<file path="src/rtl/core/mmpp_pkg.sv">
// ----------------------------------------------------------------------------
// mmpp_pkg
// Shared types and fixed constants of the min/max peak pyramid core.
// ----------------------------------------------------------------------------
package mmpp_pkg;

  // Output field width fixed by the result format.
  localparam int LEVEL_BITS = 4;

  // Configuration register widths, reset values and minimums.
  localparam int BASE_BITS  = 17;
  localparam int RATIO_BITS = 5;
  localparam int CFG_INDEX_BITS = 1;
  localparam int CFG_DATA_BITS  = BASE_BITS;

  localparam logic [BASE_BITS-1:0]  BASE_RESET  = 17'd256;
  localparam logic [BASE_BITS-1:0]  BASE_MIN    = 17'd1;
  localparam logic [RATIO_BITS-1:0] RATIO_RESET = 5'd4;
  localparam logic [RATIO_BITS-1:0] RATIO_MIN   = 5'd2;

  // Configuration register indexes.
  localparam logic [CFG_INDEX_BITS-1:0] CFG_IDX_BASE_BIN_FRAMES = 1'b0;
  localparam logic [CFG_INDEX_BITS-1:0] CFG_IDX_LEVEL_RATIO     = 1'b1;

  // Entries between the level-zero front end and the cascade engine.
  localparam int QUEUE_DEPTH = 4;

  // Per-entry control flags handed from the front end to the back end.
  typedef struct packed {
    logic bin_full;   // level-zero bin reached its threshold
    logic chan_end;   // last sample of the channel, flush follows
  } mmpp_flags_t;

endpackage

</file>
<file path="src/rtl/core/mmpp_intf.sv">
// ----------------------------------------------------------------------------
// mmpp_in_if / mmpp_out_if
// Valid/ready channels for samples going in and bins coming out.
// ----------------------------------------------------------------------------
interface mmpp_in_if #(
  parameter int SAMPLE_BITS = 16
);
  logic                          valid;
  logic                          ready;
  logic signed [SAMPLE_BITS-1:0] sample_value;
  logic                          end_of_channel;

  modport source (output valid, output sample_value, output end_of_channel, input ready);
  modport sink   (input valid, input sample_value, input end_of_channel, output ready);
endinterface

interface mmpp_out_if #(
  parameter int SAMPLE_BITS    = 16,
  parameter int BIN_INDEX_BITS = 24
);
  logic                                valid;
  logic                                ready;
  logic [mmpp_pkg::LEVEL_BITS-1:0]     level_number;
  logic [BIN_INDEX_BITS-1:0]           bin_number;
  logic signed [SAMPLE_BITS-1:0]       bin_min;
  logic signed [SAMPLE_BITS-1:0]       bin_max;
  logic                                last_of_run;

  modport source (output valid, output level_number, output bin_number, output bin_min,
                  output bin_max, output last_of_run, input ready);
  modport sink   (input valid, input level_number, input bin_number, input bin_min,
                  input bin_max, input last_of_run, output ready);
endinterface

</file>
<file path="src/rtl/core/mmpp_front.sv">
// ----------------------------------------------------------------------------
// mmpp_front
// Level-zero accumulator: folds one sample per cycle while accepted and
// queues each closed level-zero bin, with its flags, for the cascade engine.
// ----------------------------------------------------------------------------
module mmpp_front #(
  parameter int SAMPLE_BITS = 16
) (
  input  logic                                clk,
  input  logic                                rst_n,
  input  logic                                accept_i,
  input  logic signed [SAMPLE_BITS-1:0]       sample_i,
  input  logic                                chan_end_i,
  input  logic [mmpp_pkg::BASE_BITS-1:0]      base_i,
  output logic                                push_o,
  output mmpp_pkg::mmpp_flags_t               flags_o,
  output logic signed [SAMPLE_BITS-1:0]       mn_o,
  output logic signed [SAMPLE_BITS-1:0]       mx_o
);

  localparam int BB = mmpp_pkg::BASE_BITS;

  logic [BB-1:0]                 fill_r, fill_nxt;
  logic signed [SAMPLE_BITS-1:0] mn_r, mn_nxt;
  logic signed [SAMPLE_BITS-1:0] mx_r, mx_nxt;
  logic [BB:0]                   fill_inc;
  logic [BB-1:0]                 thr;
  logic                          full;

  // A base size of zero behaves as one sample per bin.
  assign thr      = (base_i == '0) ? mmpp_pkg::BASE_MIN : base_i;
  assign fill_inc = {1'b0, fill_r} + {{BB{1'b0}}, 1'b1};
  assign full     = (fill_inc >= {1'b0, thr});

  always_comb begin
    if (fill_r == '0) begin
      mn_nxt = sample_i;
      mx_nxt = sample_i;
    end else begin
      mn_nxt = (sample_i < mn_r) ? sample_i : mn_r;
      mx_nxt = (sample_i > mx_r) ? sample_i : mx_r;
    end
  end

  // Every sample that closes a bin or ends the channel hands a bin onward.
  assign push_o           = accept_i && (full || chan_end_i);
  assign flags_o.bin_full = full;
  assign flags_o.chan_end = chan_end_i;
  assign mn_o             = mn_nxt;
  assign mx_o             = mx_nxt;

  always_comb begin
    fill_nxt = fill_r;
    if (accept_i) begin
      fill_nxt = push_o ? '0 : fill_inc[BB-1:0];
    end
  end

  always_ff @(posedge clk) begin
    if (!rst_n) begin
      fill_r <= '0;
    end else begin
      fill_r <= fill_nxt;
    end
  end

  always_ff @(posedge clk) begin
    if (accept_i) begin
      mn_r <= mn_nxt;
      mx_r <= mx_nxt;
    end
  end

endmodule

</file>
<file path="src/rtl/core/mmpp_queue.sv">
// ----------------------------------------------------------------------------
// mmpp_queue
// Small register FIFO between the level-zero front end and the cascade
// engine; the head entry is visible until it is popped.
// ----------------------------------------------------------------------------
module mmpp_queue #(
  parameter int WIDTH = 34,
  parameter int DEPTH = 4
) (
  input  logic             clk,
  input  logic             rst_n,
  input  logic             push_i,
  input  logic [WIDTH-1:0] data_i,
  input  logic             pop_i,
  output logic             full_o,
  output logic             empty_o,
  output logic [WIDTH-1:0] data_o
);

  localparam int PW = (DEPTH > 1) ? $clog2(DEPTH) : 1;
  localparam int CW = $clog2(DEPTH + 1);

  logic [WIDTH-1:0] mem_r [DEPTH];
  logic [PW-1:0]    wr_ptr_r, wr_ptr_nxt;
  logic [PW-1:0]    rd_ptr_r, rd_ptr_nxt;
  logic [CW-1:0]    count_r, count_nxt;

  assign full_o  = (count_r == CW'(DEPTH));
  assign empty_o = (count_r == '0);
  assign data_o  = mem_r[rd_ptr_r];

  always_comb begin
    wr_ptr_nxt = wr_ptr_r;
    rd_ptr_nxt = rd_ptr_r;
    count_nxt  = count_r;
    if (push_i) begin
      wr_ptr_nxt = (wr_ptr_r == PW'(DEPTH - 1)) ? '0 : wr_ptr_r + PW'(1);
    end
    if (pop_i) begin
      rd_ptr_nxt = (rd_ptr_r == PW'(DEPTH - 1)) ? '0 : rd_ptr_r + PW'(1);
    end
    case ({push_i, pop_i})
      2'b10:   count_nxt = count_r + CW'(1);
      2'b01:   count_nxt = count_r - CW'(1);
      default: count_nxt = count_r;
    endcase
  end

  always_ff @(posedge clk) begin
    if (!rst_n) begin
      wr_ptr_r <= '0;
      rd_ptr_r <= '0;
      count_r  <= '0;
    end else begin
      wr_ptr_r <= wr_ptr_nxt;
      rd_ptr_r <= rd_ptr_nxt;
      count_r  <= count_nxt;
    end
  end

  always_ff @(posedge clk) begin
    if (push_i) begin
      mem_r[wr_ptr_r] <= data_i;
    end
  end

  // The front end is held off while the queue is full.
  a_no_overflow: assert property (@(posedge clk) disable iff (!rst_n)
    push_i |-> !full_o)
    else $error("queue written while full");

  // The back end only retires an entry that is present.
  a_no_underflow: assert property (@(posedge clk) disable iff (!rst_n)
    pop_i |-> !empty_o)
    else $error("queue popped while empty");

endmodule

</file>
<file path="src/rtl/core/mmpp_back.sv">
// ----------------------------------------------------------------------------
// mmpp_back
// Cascade engine: walks the pyramid levels for one queued level-zero bin,
// one level per cycle unless the output stalls, first merging completed bins
// upward, then at channel end flushing partial bins and clearing all levels.
// ----------------------------------------------------------------------------
module mmpp_back #(
  parameter int MAX_LEVELS     = 12,
  parameter int SAMPLE_BITS    = 16,
  parameter int BIN_INDEX_BITS = 24
) (
  input  logic                                clk,
  input  logic                                rst_n,
  input  logic [mmpp_pkg::RATIO_BITS-1:0]     ratio_i,
  input  logic                                head_v_i,
  input  mmpp_pkg::mmpp_flags_t               head_flags_i,
  input  logic signed [SAMPLE_BITS-1:0]       head_mn_i,
  input  logic signed [SAMPLE_BITS-1:0]       head_mx_i,
  output logic                                pop_o,
  input  logic                                out_ready_i,
  output logic                                out_valid_o,
  output logic [mmpp_pkg::LEVEL_BITS-1:0]     out_level_o,
  output logic [BIN_INDEX_BITS-1:0]           out_bin_o,
  output logic signed [SAMPLE_BITS-1:0]       out_min_o,
  output logic signed [SAMPLE_BITS-1:0]       out_max_o,
  output logic                                out_last_o
);

  localparam int LVL_W = (MAX_LEVELS > 1) ? $clog2(MAX_LEVELS) : 1;
  localparam int RB    = mmpp_pkg::RATIO_BITS;
  localparam int LB    = mmpp_pkg::LEVEL_BITS;

  localparam logic [1:0] S_ABSORB = 2'd0;
  localparam logic [1:0] S_FLUSH  = 2'd1;
  localparam logic [1:0] S_DONE   = 2'd2;

  logic [1:0]                    state_r, state_nxt;
  logic [LVL_W-1:0]              lvl_r, lvl_nxt;
  logic                          carry_v_r, carry_v_nxt;
  logic signed [SAMPLE_BITS-1:0] carry_mn_r, carry_mn_nxt;
  logic signed [SAMPLE_BITS-1:0] carry_mx_r, carry_mx_nxt;

  logic [RB-1:0]                 fill_r   [MAX_LEVELS];
  logic [RB-1:0]                 fill_nxt [MAX_LEVELS];
  logic [BIN_INDEX_BITS-1:0]     bins_r   [MAX_LEVELS];
  logic [BIN_INDEX_BITS-1:0]     bins_nxt [MAX_LEVELS];
  logic signed [SAMPLE_BITS-1:0] acc_mn_r [MAX_LEVELS];
  logic signed [SAMPLE_BITS-1:0] acc_mx_r [MAX_LEVELS];

  logic                          acc_we;

  // The newest result is parked here until it is known whether it is the
  // last one of its transaction.
  logic                          hold_v_r, hold_v_nxt;
  logic [LB-1:0]                 hold_lvl_r, hold_lvl_nxt;
  logic [BIN_INDEX_BITS-1:0]     hold_bin_r, hold_bin_nxt;
  logic signed [SAMPLE_BITS-1:0] hold_mn_r, hold_mn_nxt;
  logic signed [SAMPLE_BITS-1:0] hold_mx_r, hold_mx_nxt;

  logic                          out_valid_r, out_valid_nxt;
  logic [LB-1:0]                 out_lvl_r, out_lvl_nxt;
  logic [BIN_INDEX_BITS-1:0]     out_bin_r, out_bin_nxt;
  logic signed [SAMPLE_BITS-1:0] out_mn_r, out_mn_nxt;
  logic signed [SAMPLE_BITS-1:0] out_mx_r, out_mx_nxt;
  logic                          out_last_r, out_last_nxt;

  logic                          adv, step;
  logic                          lvl_zero, lvl_top;
  logic [RB-1:0]                 cur_fill;
  logic [BIN_INDEX_BITS-1:0]     cur_bins, new_bins;
  logic signed [SAMPLE_BITS-1:0] cur_mn, cur_mx, f_mn, f_mx;
  logic [RB:0]                   fill_inc;
  logic [RB-1:0]                 ratio_eff;
  logic                          emit, finish_abs, do_clear;
  logic signed [SAMPLE_BITS-1:0] e_mn, e_mx;

  assign adv      = !out_valid_r || out_ready_i;
  assign step     = head_v_i && adv;
  assign lvl_zero = (lvl_r == '0);
  assign lvl_top  = (lvl_r == LVL_W'(MAX_LEVELS - 1));

  assign cur_fill = fill_r[lvl_r];
  assign cur_bins = bins_r[lvl_r];
  assign cur_mn   = acc_mn_r[lvl_r];
  assign cur_mx   = acc_mx_r[lvl_r];
  assign fill_inc = {1'b0, cur_fill} + {{RB{1'b0}}, 1'b1};
  assign ratio_eff = (ratio_i < mmpp_pkg::RATIO_MIN) ? mmpp_pkg::RATIO_MIN : ratio_i;

  // Carried extremes folded into this level's open bin.
  always_comb begin
    if (cur_fill == '0) begin
      f_mn = carry_mn_r;
      f_mx = carry_mx_r;
    end else begin
      f_mn = (carry_mn_r < cur_mn) ? carry_mn_r : cur_mn;
      f_mx = (carry_mx_r > cur_mx) ? carry_mx_r : cur_mx;
    end
  end

  always_comb begin
    state_nxt     = state_r;
    lvl_nxt       = lvl_r;
    carry_v_nxt   = carry_v_r;
    carry_mn_nxt  = carry_mn_r;
    carry_mx_nxt  = carry_mx_r;
    fill_nxt      = fill_r;
    bins_nxt      = bins_r;
    acc_we        = 1'b0;
    hold_v_nxt    = hold_v_r;
    hold_lvl_nxt  = hold_lvl_r;
    hold_bin_nxt  = hold_bin_r;
    hold_mn_nxt   = hold_mn_r;
    hold_mx_nxt   = hold_mx_r;
    out_valid_nxt = out_valid_r && !out_ready_i;
    out_lvl_nxt   = out_lvl_r;
    out_bin_nxt   = out_bin_r;
    out_mn_nxt    = out_mn_r;
    out_mx_nxt    = out_mx_r;
    out_last_nxt  = out_last_r;
    pop_o         = 1'b0;
    emit          = 1'b0;
    finish_abs    = 1'b0;
    do_clear      = 1'b0;
    new_bins      = cur_bins;
    e_mn          = head_mn_i;
    e_mx          = head_mx_i;

    if (step) begin
      case (state_r)
        S_ABSORB: begin
          if (lvl_zero) begin
            if (head_flags_i.bin_full) begin
              emit = 1'b1;
            end else begin
              finish_abs = 1'b1;
            end
          end else if (fill_inc >= {1'b0, ratio_eff}) begin
            emit = 1'b1;
            e_mn = f_mn;
            e_mx = f_mx;
            fill_nxt[lvl_r] = '0;
          end else begin
            fill_nxt[lvl_r] = fill_inc[RB-1:0];
            acc_we          = 1'b1;
            finish_abs      = 1'b1;
          end
          if (emit) begin
            carry_mn_nxt = e_mn;
            carry_mx_nxt = e_mx;
            if (lvl_top) begin
              finish_abs = 1'b1;
            end else begin
              lvl_nxt = lvl_r + LVL_W'(1);
            end
          end
          if (finish_abs) begin
            lvl_nxt     = '0;
            carry_v_nxt = 1'b0;
            state_nxt   = head_flags_i.chan_end ? S_FLUSH : S_DONE;
          end
        end
        S_FLUSH: begin
          if (lvl_zero) begin
            emit = !head_flags_i.bin_full;
          end else begin
            emit = carry_v_r || (cur_fill != '0);
            e_mn = carry_v_r ? f_mn : cur_mn;
            e_mx = carry_v_r ? f_mx : cur_mx;
          end
          carry_v_nxt  = emit;
          carry_mn_nxt = e_mn;
          carry_mx_nxt = e_mx;
          new_bins     = cur_bins + BIN_INDEX_BITS'(emit);
          // Stops at the first level with at most one bin, or at the top.
          if ((new_bins <= BIN_INDEX_BITS'(1)) || lvl_top) begin
            do_clear  = 1'b1;
            lvl_nxt   = '0;
            state_nxt = S_DONE;
          end else begin
            lvl_nxt = lvl_r + LVL_W'(1);
          end
        end
        S_DONE: begin
          out_valid_nxt = 1'b1;
          out_lvl_nxt   = hold_lvl_r;
          out_bin_nxt   = hold_bin_r;
          out_mn_nxt    = hold_mn_r;
          out_mx_nxt    = hold_mx_r;
          out_last_nxt  = 1'b1;
          hold_v_nxt    = 1'b0;
          pop_o         = 1'b1;
          lvl_nxt       = '0;
          state_nxt     = S_ABSORB;
        end
        default: begin
          state_nxt = S_ABSORB;
        end
      endcase

      if (emit) begin
        bins_nxt[lvl_r] = cur_bins + BIN_INDEX_BITS'(1);
        if (hold_v_r) begin
          out_valid_nxt = 1'b1;
          out_lvl_nxt   = hold_lvl_r;
          out_bin_nxt   = hold_bin_r;
          out_mn_nxt    = hold_mn_r;
          out_mx_nxt    = hold_mx_r;
          out_last_nxt  = 1'b0;
        end
        hold_v_nxt   = 1'b1;
        hold_lvl_nxt = LB'(lvl_r);
        hold_bin_nxt = cur_bins;
        hold_mn_nxt  = e_mn;
        hold_mx_nxt  = e_mx;
      end

      // End of channel: every level starts empty for the next channel.
      if (do_clear) begin
        for (int i = 0; i < MAX_LEVELS; i++) begin
          fill_nxt[i] = '0;
          bins_nxt[i] = '0;
        end
      end
    end
  end

  always_ff @(posedge clk) begin
    if (!rst_n) begin
      state_r     <= S_ABSORB;
      lvl_r       <= '0;
      carry_v_r   <= 1'b0;
      hold_v_r    <= 1'b0;
      out_valid_r <= 1'b0;
      for (int i = 0; i < MAX_LEVELS; i++) begin
        fill_r[i] <= '0;
        bins_r[i] <= '0;
      end
    end else begin
      state_r     <= state_nxt;
      lvl_r       <= lvl_nxt;
      carry_v_r   <= carry_v_nxt;
      hold_v_r    <= hold_v_nxt;
      out_valid_r <= out_valid_nxt;
      fill_r      <= fill_nxt;
      bins_r      <= bins_nxt;
    end
  end

  always_ff @(posedge clk) begin
    carry_mn_r <= carry_mn_nxt;
    carry_mx_r <= carry_mx_nxt;
    hold_lvl_r <= hold_lvl_nxt;
    hold_bin_r <= hold_bin_nxt;
    hold_mn_r  <= hold_mn_nxt;
    hold_mx_r  <= hold_mx_nxt;
    out_lvl_r  <= out_lvl_nxt;
    out_bin_r  <= out_bin_nxt;
    out_mn_r   <= out_mn_nxt;
    out_mx_r   <= out_mx_nxt;
    out_last_r <= out_last_nxt;
    if (acc_we) begin
      acc_mn_r[lvl_r] <= f_mn;
      acc_mx_r[lvl_r] <= f_mx;
    end
  end

  assign out_valid_o = out_valid_r;
  assign out_level_o = out_lvl_r;
  assign out_bin_o   = out_bin_r;
  assign out_min_o   = out_mn_r;
  assign out_max_o   = out_mx_r;
  assign out_last_o  = out_last_r;

  // Every queued bin produces at least one result, so one is parked at the end.
  a_done_has_result: assert property (@(posedge clk) disable iff (!rst_n)
    (state_r == S_DONE) |-> hold_v_r)
    else $error("transaction finished without a parked result");

  // Retiring a queue entry always presents its closing result.
  a_done_marks_last: assert property (@(posedge clk) disable iff (!rst_n)
    (pop_o) |=> (out_valid_r && out_last_r))
    else $error("retired entry did not present a final result");

  // The level walk never runs past the top of the pyramid.
  a_level_range: assert property (@(posedge clk) disable iff (!rst_n)
    lvl_r <= LVL_W'(MAX_LEVELS - 1))
    else $error("level index beyond the top level");

endmodule

</file>
<file path="src/rtl/core/min_max_peak_pyramid_core.sv">
// ----------------------------------------------------------------------------
// min_max_peak_pyramid_core
// Multilevel min/max decimation of one channel's samples into a pyramid of
// bins, each bin reported with its level and index as it completes.
// ----------------------------------------------------------------------------
// The core takes one sample per clock while its queue has room. Samples are
// folded into level-zero bins as they arrive; a sample that closes a
// level-zero bin, or that ends the channel, places one entry in a four-deep
// queue. The cascade engine behind the queue visits the pyramid levels for
// that entry and then closes it out: it merges completed bins upward and, at
// the end of a channel, also flushes partial bins upward. Results leave one per
// cycle through an output register while the receiver is ready. While the
// queue has room the sample input stays ready, so with base_bin_frames larger
// than the cascade length and no output back-pressure the sustained rate is
// one sample per cycle; the input stalls only when four queued bins are still
// waiting for the cascade engine. Configuration must be written only while
// the core is idle; the core itself does not enforce this.
module min_max_peak_pyramid_core #(
  parameter int MAX_LEVELS     = 12,
  parameter int SAMPLE_BITS    = 16,
  parameter int BIN_INDEX_BITS = 24
) (
  input  logic                                  clk,
  input  logic                                  rst_n,
  mmpp_in_if.sink                               in_ch,
  mmpp_out_if.source                            out_ch,
  input  logic                                  cfg_we,
  input  logic [mmpp_pkg::CFG_INDEX_BITS-1:0]   cfg_index,
  input  logic [mmpp_pkg::CFG_DATA_BITS-1:0]    cfg_data
);

  localparam int FLAG_BITS = $bits(mmpp_pkg::mmpp_flags_t);
  localparam int ENTRY_W   = FLAG_BITS + 2 * SAMPLE_BITS;

  logic [mmpp_pkg::BASE_BITS-1:0]  base_r;
  logic [mmpp_pkg::RATIO_BITS-1:0] ratio_r;

  logic                          in_accept;
  logic                          q_push, q_pop, q_full, q_empty;
  mmpp_pkg::mmpp_flags_t         push_flags, head_flags;
  logic signed [SAMPLE_BITS-1:0] push_mn, push_mx, head_mn, head_mx;
  logic [ENTRY_W-1:0]            q_wdata, q_rdata;

  always_ff @(posedge clk) begin
    if (!rst_n) begin
      base_r  <= mmpp_pkg::BASE_RESET;
      ratio_r <= mmpp_pkg::RATIO_RESET;
    end else if (cfg_we) begin
      case (cfg_index)
        mmpp_pkg::CFG_IDX_BASE_BIN_FRAMES: base_r  <= cfg_data;
        mmpp_pkg::CFG_IDX_LEVEL_RATIO:     ratio_r <= cfg_data[mmpp_pkg::RATIO_BITS-1:0];
        default: begin
        end
      endcase
    end
  end

  assign in_ch.ready = !q_full;
  assign in_accept   = in_ch.valid && !q_full;

  mmpp_front #(
    .SAMPLE_BITS (SAMPLE_BITS)
  ) u_front (
    .clk        (clk),
    .rst_n      (rst_n),
    .accept_i   (in_accept),
    .sample_i   (in_ch.sample_value),
    .chan_end_i (in_ch.end_of_channel),
    .base_i     (base_r),
    .push_o     (q_push),
    .flags_o    (push_flags),
    .mn_o       (push_mn),
    .mx_o       (push_mx)
  );

  assign q_wdata = {push_flags, push_mn, push_mx};

  mmpp_queue #(
    .WIDTH (ENTRY_W),
    .DEPTH (mmpp_pkg::QUEUE_DEPTH)
  ) u_queue (
    .clk     (clk),
    .rst_n   (rst_n),
    .push_i  (q_push),
    .data_i  (q_wdata),
    .pop_i   (q_pop),
    .full_o  (q_full),
    .empty_o (q_empty),
    .data_o  (q_rdata)
  );

  assign head_flags = q_rdata[ENTRY_W-1 -: FLAG_BITS];
  assign head_mn    = q_rdata[2*SAMPLE_BITS-1 -: SAMPLE_BITS];
  assign head_mx    = q_rdata[SAMPLE_BITS-1:0];

  mmpp_back #(
    .MAX_LEVELS     (MAX_LEVELS),
    .SAMPLE_BITS    (SAMPLE_BITS),
    .BIN_INDEX_BITS (BIN_INDEX_BITS)
  ) u_back (
    .clk          (clk),
    .rst_n        (rst_n),
    .ratio_i      (ratio_r),
    .head_v_i     (!q_empty),
    .head_flags_i (head_flags),
    .head_mn_i    (head_mn),
    .head_mx_i    (head_mx),
    .pop_o        (q_pop),
    .out_ready_i  (out_ch.ready),
    .out_valid_o  (out_ch.valid),
    .out_level_o  (out_ch.level_number),
    .out_bin_o    (out_ch.bin_number),
    .out_min_o    (out_ch.bin_min),
    .out_max_o    (out_ch.bin_max),
    .out_last_o   (out_ch.last_of_run)
  );

endmodule

</file>
<file path="src/flat_wrapper.sv">
// flat-port wrapper written by rule: the top's interface ports become plain ports
module min_max_peak_pyramid_core_flat 
#(
  parameter int MAX_LEVELS     = 12,
  parameter int SAMPLE_BITS    = 16,
  parameter int BIN_INDEX_BITS = 24
)
  (clk, rst_n, cfg_we, cfg_index, cfg_data, in_ch_valid, in_ch_sample_value, in_ch_end_of_channel, in_ch_ready, out_ch_valid, out_ch_level_number, out_ch_bin_number, out_ch_bin_min, out_ch_bin_max, out_ch_last_of_run, out_ch_ready);
  mmpp_in_if #(.SAMPLE_BITS(SAMPLE_BITS)) in_ch_i ();
  mmpp_out_if #(.SAMPLE_BITS(SAMPLE_BITS), .BIN_INDEX_BITS(BIN_INDEX_BITS)) out_ch_i ();
  input  logic clk;
  input  logic rst_n;
  input  logic cfg_we;
  input  logic [mmpp_pkg::CFG_INDEX_BITS-1:0] cfg_index;
  input  logic [mmpp_pkg::CFG_DATA_BITS-1:0] cfg_data;
  input wire logic [$bits(in_ch_i.valid)-1:0] in_ch_valid;
  input wire logic [$bits(in_ch_i.sample_value)-1:0] in_ch_sample_value;
  input wire logic [$bits(in_ch_i.end_of_channel)-1:0] in_ch_end_of_channel;
  output wire logic [$bits(in_ch_i.ready)-1:0] in_ch_ready;
  output wire logic [$bits(out_ch_i.valid)-1:0] out_ch_valid;
  output wire logic [$bits(out_ch_i.level_number)-1:0] out_ch_level_number;
  output wire logic [$bits(out_ch_i.bin_number)-1:0] out_ch_bin_number;
  output wire logic [$bits(out_ch_i.bin_min)-1:0] out_ch_bin_min;
  output wire logic [$bits(out_ch_i.bin_max)-1:0] out_ch_bin_max;
  output wire logic [$bits(out_ch_i.last_of_run)-1:0] out_ch_last_of_run;
  input wire logic [$bits(out_ch_i.ready)-1:0] out_ch_ready;
  assign in_ch_i.valid = in_ch_valid;
  assign in_ch_i.sample_value = in_ch_sample_value;
  assign in_ch_i.end_of_channel = in_ch_end_of_channel;
  assign in_ch_ready = in_ch_i.ready;
  assign out_ch_valid = out_ch_i.valid;
  assign out_ch_level_number = out_ch_i.level_number;
  assign out_ch_bin_number = out_ch_i.bin_number;
  assign out_ch_bin_min = out_ch_i.bin_min;
  assign out_ch_bin_max = out_ch_i.bin_max;
  assign out_ch_last_of_run = out_ch_i.last_of_run;
  assign out_ch_i.ready = out_ch_ready;
  min_max_peak_pyramid_core #(.MAX_LEVELS(MAX_LEVELS), .SAMPLE_BITS(SAMPLE_BITS), .BIN_INDEX_BITS(BIN_INDEX_BITS)) u_core (.clk(clk), .rst_n(rst_n), .in_ch(in_ch_i), .out_ch(out_ch_i), .cfg_we(cfg_we), .cfg_index(cfg_index), .cfg_data(cfg_data));
endmodule
</file>
<file path="config.mk">
export PLATFORM = sky130hd
export DESIGN_NAME = min_max_peak_pyramid_core_flat
export DESIGN_NICKNAME = d
export VERILOG_FILES = /design/src/rtl/core/mmpp_pkg.sv /design/src/rtl/core/mmpp_intf.sv /design/src/rtl/core/mmpp_front.sv /design/src/rtl/core/mmpp_queue.sv /design/src/rtl/core/mmpp_back.sv /design/src/rtl/core/min_max_peak_pyramid_core.sv /design/src/flat_wrapper.sv
export SDC_FILE = /design/constraint.sdc
export NUM_CORES = 2
export LEC_CHECK = 0
export ABC_AREA = 1
export BUFFER_PORTS_ARGS = -buffer_cell sky130_fd_sc_hd__buf_4
export CAP_MARGIN = 25
export CORE_UTILIZATION = 50
export DETAILED_ROUTE_END_ITERATION = 8
export PLACE_DENSITY = 0.68
export SLEW_MARGIN = 20
export SYNTH_ARGS = -nofsm -noshare
export SYNTH_HDL_FRONTEND = slang
export SYNTH_SLANG_ARGS = --single-unit
</file>
<file path="constraint.sdc">
create_clock -name clk -period 5.8 [get_ports clk]
set_input_delay 1.16 -clock clk [delete_from_list [all_inputs] [get_ports clk]]
set_output_delay 1.16 -clock clk [all_outputs]
set_load 0.01 [all_outputs]
</file>
==> run metrics <==
status=finished with violations; failing checks=design-rule violations; Adder-Cell Fraction of Synth Area=2.492%; global-route wire length before repair=227400 um; CP peak stage delay=0.72 ns; Final Setup Violations=0; Critical Path Slowest Stage Cell=buf_4; launching point of the worst reg2reg path=u_core.u_back.lvl_r[0]$_SDFFE_PN0P_; proportion of layout cells with a drive suffix above 1=8.689%; CP most frequent cell=nand2_1; Num CTS Buffers=112; Top FF cell, synth=edfxtp_1; Antenna Diode Count=0; post-route setup TNS=0 ns; pin count of the biggest net entering global routing=150; post-synthesis xor/xnor area fraction=0.7036%; number of synthesized flops with an enable pin=705; leading area contributor after synthesis=edfxtp_1; most numerous cell in the Yosys netlist=nand2_1; worst path required time=6.43 ns; Fmax=189.0 MHz; H-tree Lvls=3; Max clock buf depth=3; Crit path depth=25; Async SR Flop Fraction=0%; final hold violations=0; Mapped Cells=6100; kind of critical path=reg -> reg; number of vias per cell=5.631; die area=108400 um^2; initial antenna violation count=0; relative slew slack=30.26%; post-synthesis compound-gate area fraction=12.04%; DR vias=42630; RSZ-0062 raised after global routing=false; Post-CTS Hold Buffers=0; fraction of synthesized area in multiplexers=1.777%; peak supply drop=0.3538 mV; Root Buffer Master=clkbuf_16; WHS Path Cells=2; sequential-to-total area share from yosys stat=54.85%; # IOs=103; Die Ht=329.2 um; Final HPWL DP=92700 um; Post-Syn Area per Cell=8.774 um^2; Worst R2R End=u_core.u_back.fill_r[50]$_SDFFE_PN0P_; Worst Path Arrival=5.92 ns; initial core utilization=50.63%; largest cells by area after synthesis=edfxtp_1 (40%), dfxtp_1 (15%), nand2_1 (13%); Avg WL per Cell=19.60 um; Synth-to-Final Area Change=10.57%; power density over the cells=467.6 nW/um^2; largest family of logic cells by synthesized area=simple AND/OR/NAND/NOR gates; crit end category=flip-flop; Post-CTS Setup Inserts=0; Final ANT Viol Nets=0; post-synthesis cell area=53520 um^2; Hold Crit Start=u_core.u_back.bins_r[19]$_SDFFE_PN0P_; Final Wtd Congestion=0.8848; Slew Viols, Final=0; Clk Latency, worst-skew pair=0.73 ns; reg2reg setup slack=0.51 ns; Tmin final=5.291 ns; crit path buf inv count=3; warnings from Yosys=0; drt drc=2; Multi-input gate area=20800 um^2; total track usage=26.91%; Synth top area share=39.55%; crit-path leading delay family=simple AND/OR/NAND/NOR gates; maxcap violations=0; Filler Cells Inserted=9297; Startpoint Class=flip-flop; fin nets=6236; FF+latch area=29380 um^2; # clock sinks=1114; Worst Skew=0.05857 ns; CTS clk-pin slew, worst paths=0.06 ns; GR Overflow Total=0; Unique masters post-synth=59; leakage power=0.02259 uW; worst-path fanout max=89; Seq cells post-synth=1114; Site Rows=119; Synth top cells by count=nand2_1 (1808), edfxtp_1 (705), a21oi_1 (588); die span in x=329.2 um; 1st-iter DRT viols=4805; path depth of the worst reg2reg path=25; worst min path class=reg -> reg; CTS tree=done; DRT Pass-1 Iters=9; port buffer count=102; slew of the pin with the lowest slew margin=1.046 ns; post-CTS sizing=0; Final Cycle Share=91.22%; final wirelength=148400 um; hold path endpoint=u_core.u_back.bins_r[19]$_SDFFE_PN0P_; CORE AREA=105700 um^2; vias in the first global route=39010; final core utilization=55.98%; Synth Area in Simple Gates=21.30%
power by group:
group	switching, uW	internal, uW	total [uW]
Combinational	7120	2580	9700
Sequential	359	10600	10900
Clock	3130	3920	7050
metrics by stage:
stage               setup WS [ns]  cell area (um^2)  hold WS [ns]  cells  total power, uW
finish                     0.5090             59180        0.4570   7571            27680
floorplan                -0.05204             53650        0.4301   6131            17150
global placement           0.6997             55570        0.4440   7365            20370
global route              0.04788             59180        0.4693   7571            29010
detailed placement         0.6285             55600        0.4497   7366            20560
CTS                        0.6289             59160        0.4579   7570            27590
flip-flops by register name, summed over array words and instances (netlist names), 3 cells and up, named ones only:
signal and flops:
u_core.base_r 17, u_core.ratio_r 5, u_core.u_back.acc_mn_r 192, u_core.u_back.acc_mx_r 192, u_core.u_back.bins_r 288, u_core.u_back.carry_mn_r 16, u_core.u_back.carry_mx_r 16, u_core.u_back.fill_r 60
u_core.u_back.hold_bin_r 24, u_core.u_back.hold_lvl_r 4, u_core.u_back.hold_mn_r 16, u_core.u_back.hold_mx_r 16, u_core.u_back.lvl_r 4, u_core.u_back.out_bin_o 24, u_core.u_back.out_level_o 4, u_core.u_back.out_max_o 16
u_core.u_back.out_min_o 16, u_core.u_front.fill_r 17, u_core.u_front.mn_r 16, u_core.u_front.mx_r 16, u_core.u_queue.count_r 3, u_core.u_queue.mem_r 136
worst min-delay path, stage by stage, from the launching register on:
cell and delay, ns:
dfxtp_1 0.30, nand2_1 0.06, a21oi_1 0.05
cell usage in the layout, fill, tap and decap left out, types with 32 or more instances in the layout:
cell / instances
a21oi_1: 587
buf_4: 209
clkbuf_16: 113
conb_1: 32
dfxtp_1: 402
edfxtp_1: 705
ha_1: 105
inv_1: 446
mux2i_1: 95
nand2_1: 1808
nand3_1: 399
nand4_1: 34
nor2_1: 285
o211ai_1: 59
o21ai_0: 421
o21ai_1: 36
o31ai_1: 40
xor2_1: 33
layout make-up:
class,instances,area share (%)
Sequential cell,1114,49.64
Multi-Input combinational cell,4171,35.14
Clock buffer,153,5.235
Timing Repair Buffer,228,3.307
Inverter,463,2.958
Tap cell,1391,2.941
Clock inverter,51,0.7801
kinds of logic (layout without fill, tap and decap cells):
group | count (synthesis) | in the layout
buf+inv | 846 | 895
mux | 95 | 95
compound gates | 1207 | 1207
other cells | 1 | 32
flops | 1114 | 1114
simple gates | 2688 | 2688
fa+ha+maj | 106 | 106
xor+xnor | 43 | 43
metal layers:
| metal | up-vias | track usage (%) | part of all wire, % |
|---|---|---|---|
| met4 | 0 | 8.092 | 2.5 |
| met2 | 1752 | 41.54 | 45 |
| li1 | 20440 | - | - |
| met1 | 20210 | 38.87 | 44 |
| met3 | 232 | 4.402 | 8.7 |
| met5 | - | 0 | 0 |
worst max-delay path by stage:
stage                                              endpoint                                 from
CTS                   u_core.u_back.fill_r[17]$_SDFFE_PN0P_  u_core.u_back.lvl_r[0]$_SDFFE_PN0P_
global placement    u_core.u_back.acc_mx_r[5][11]$_DFFE_PP_                            flip-flop
global route          u_core.u_back.hold_mn_r[11]$_DFFE_PP_                            flip-flop
floorplan           u_core.u_back.acc_mn_r[10][0]$_DFFE_PP_  u_core.u_back.lvl_r[0]$_SDFFE_PN0P_
finish                u_core.u_back.fill_r[50]$_SDFFE_PN0P_  u_core.u_back.lvl_r[0]$_SDFFE_PN0P_
detailed placement    u_core.u_back.hold_mn_r[11]$_DFFE_PP_                            flip-flop
Power figures use the tool's default switching activity.
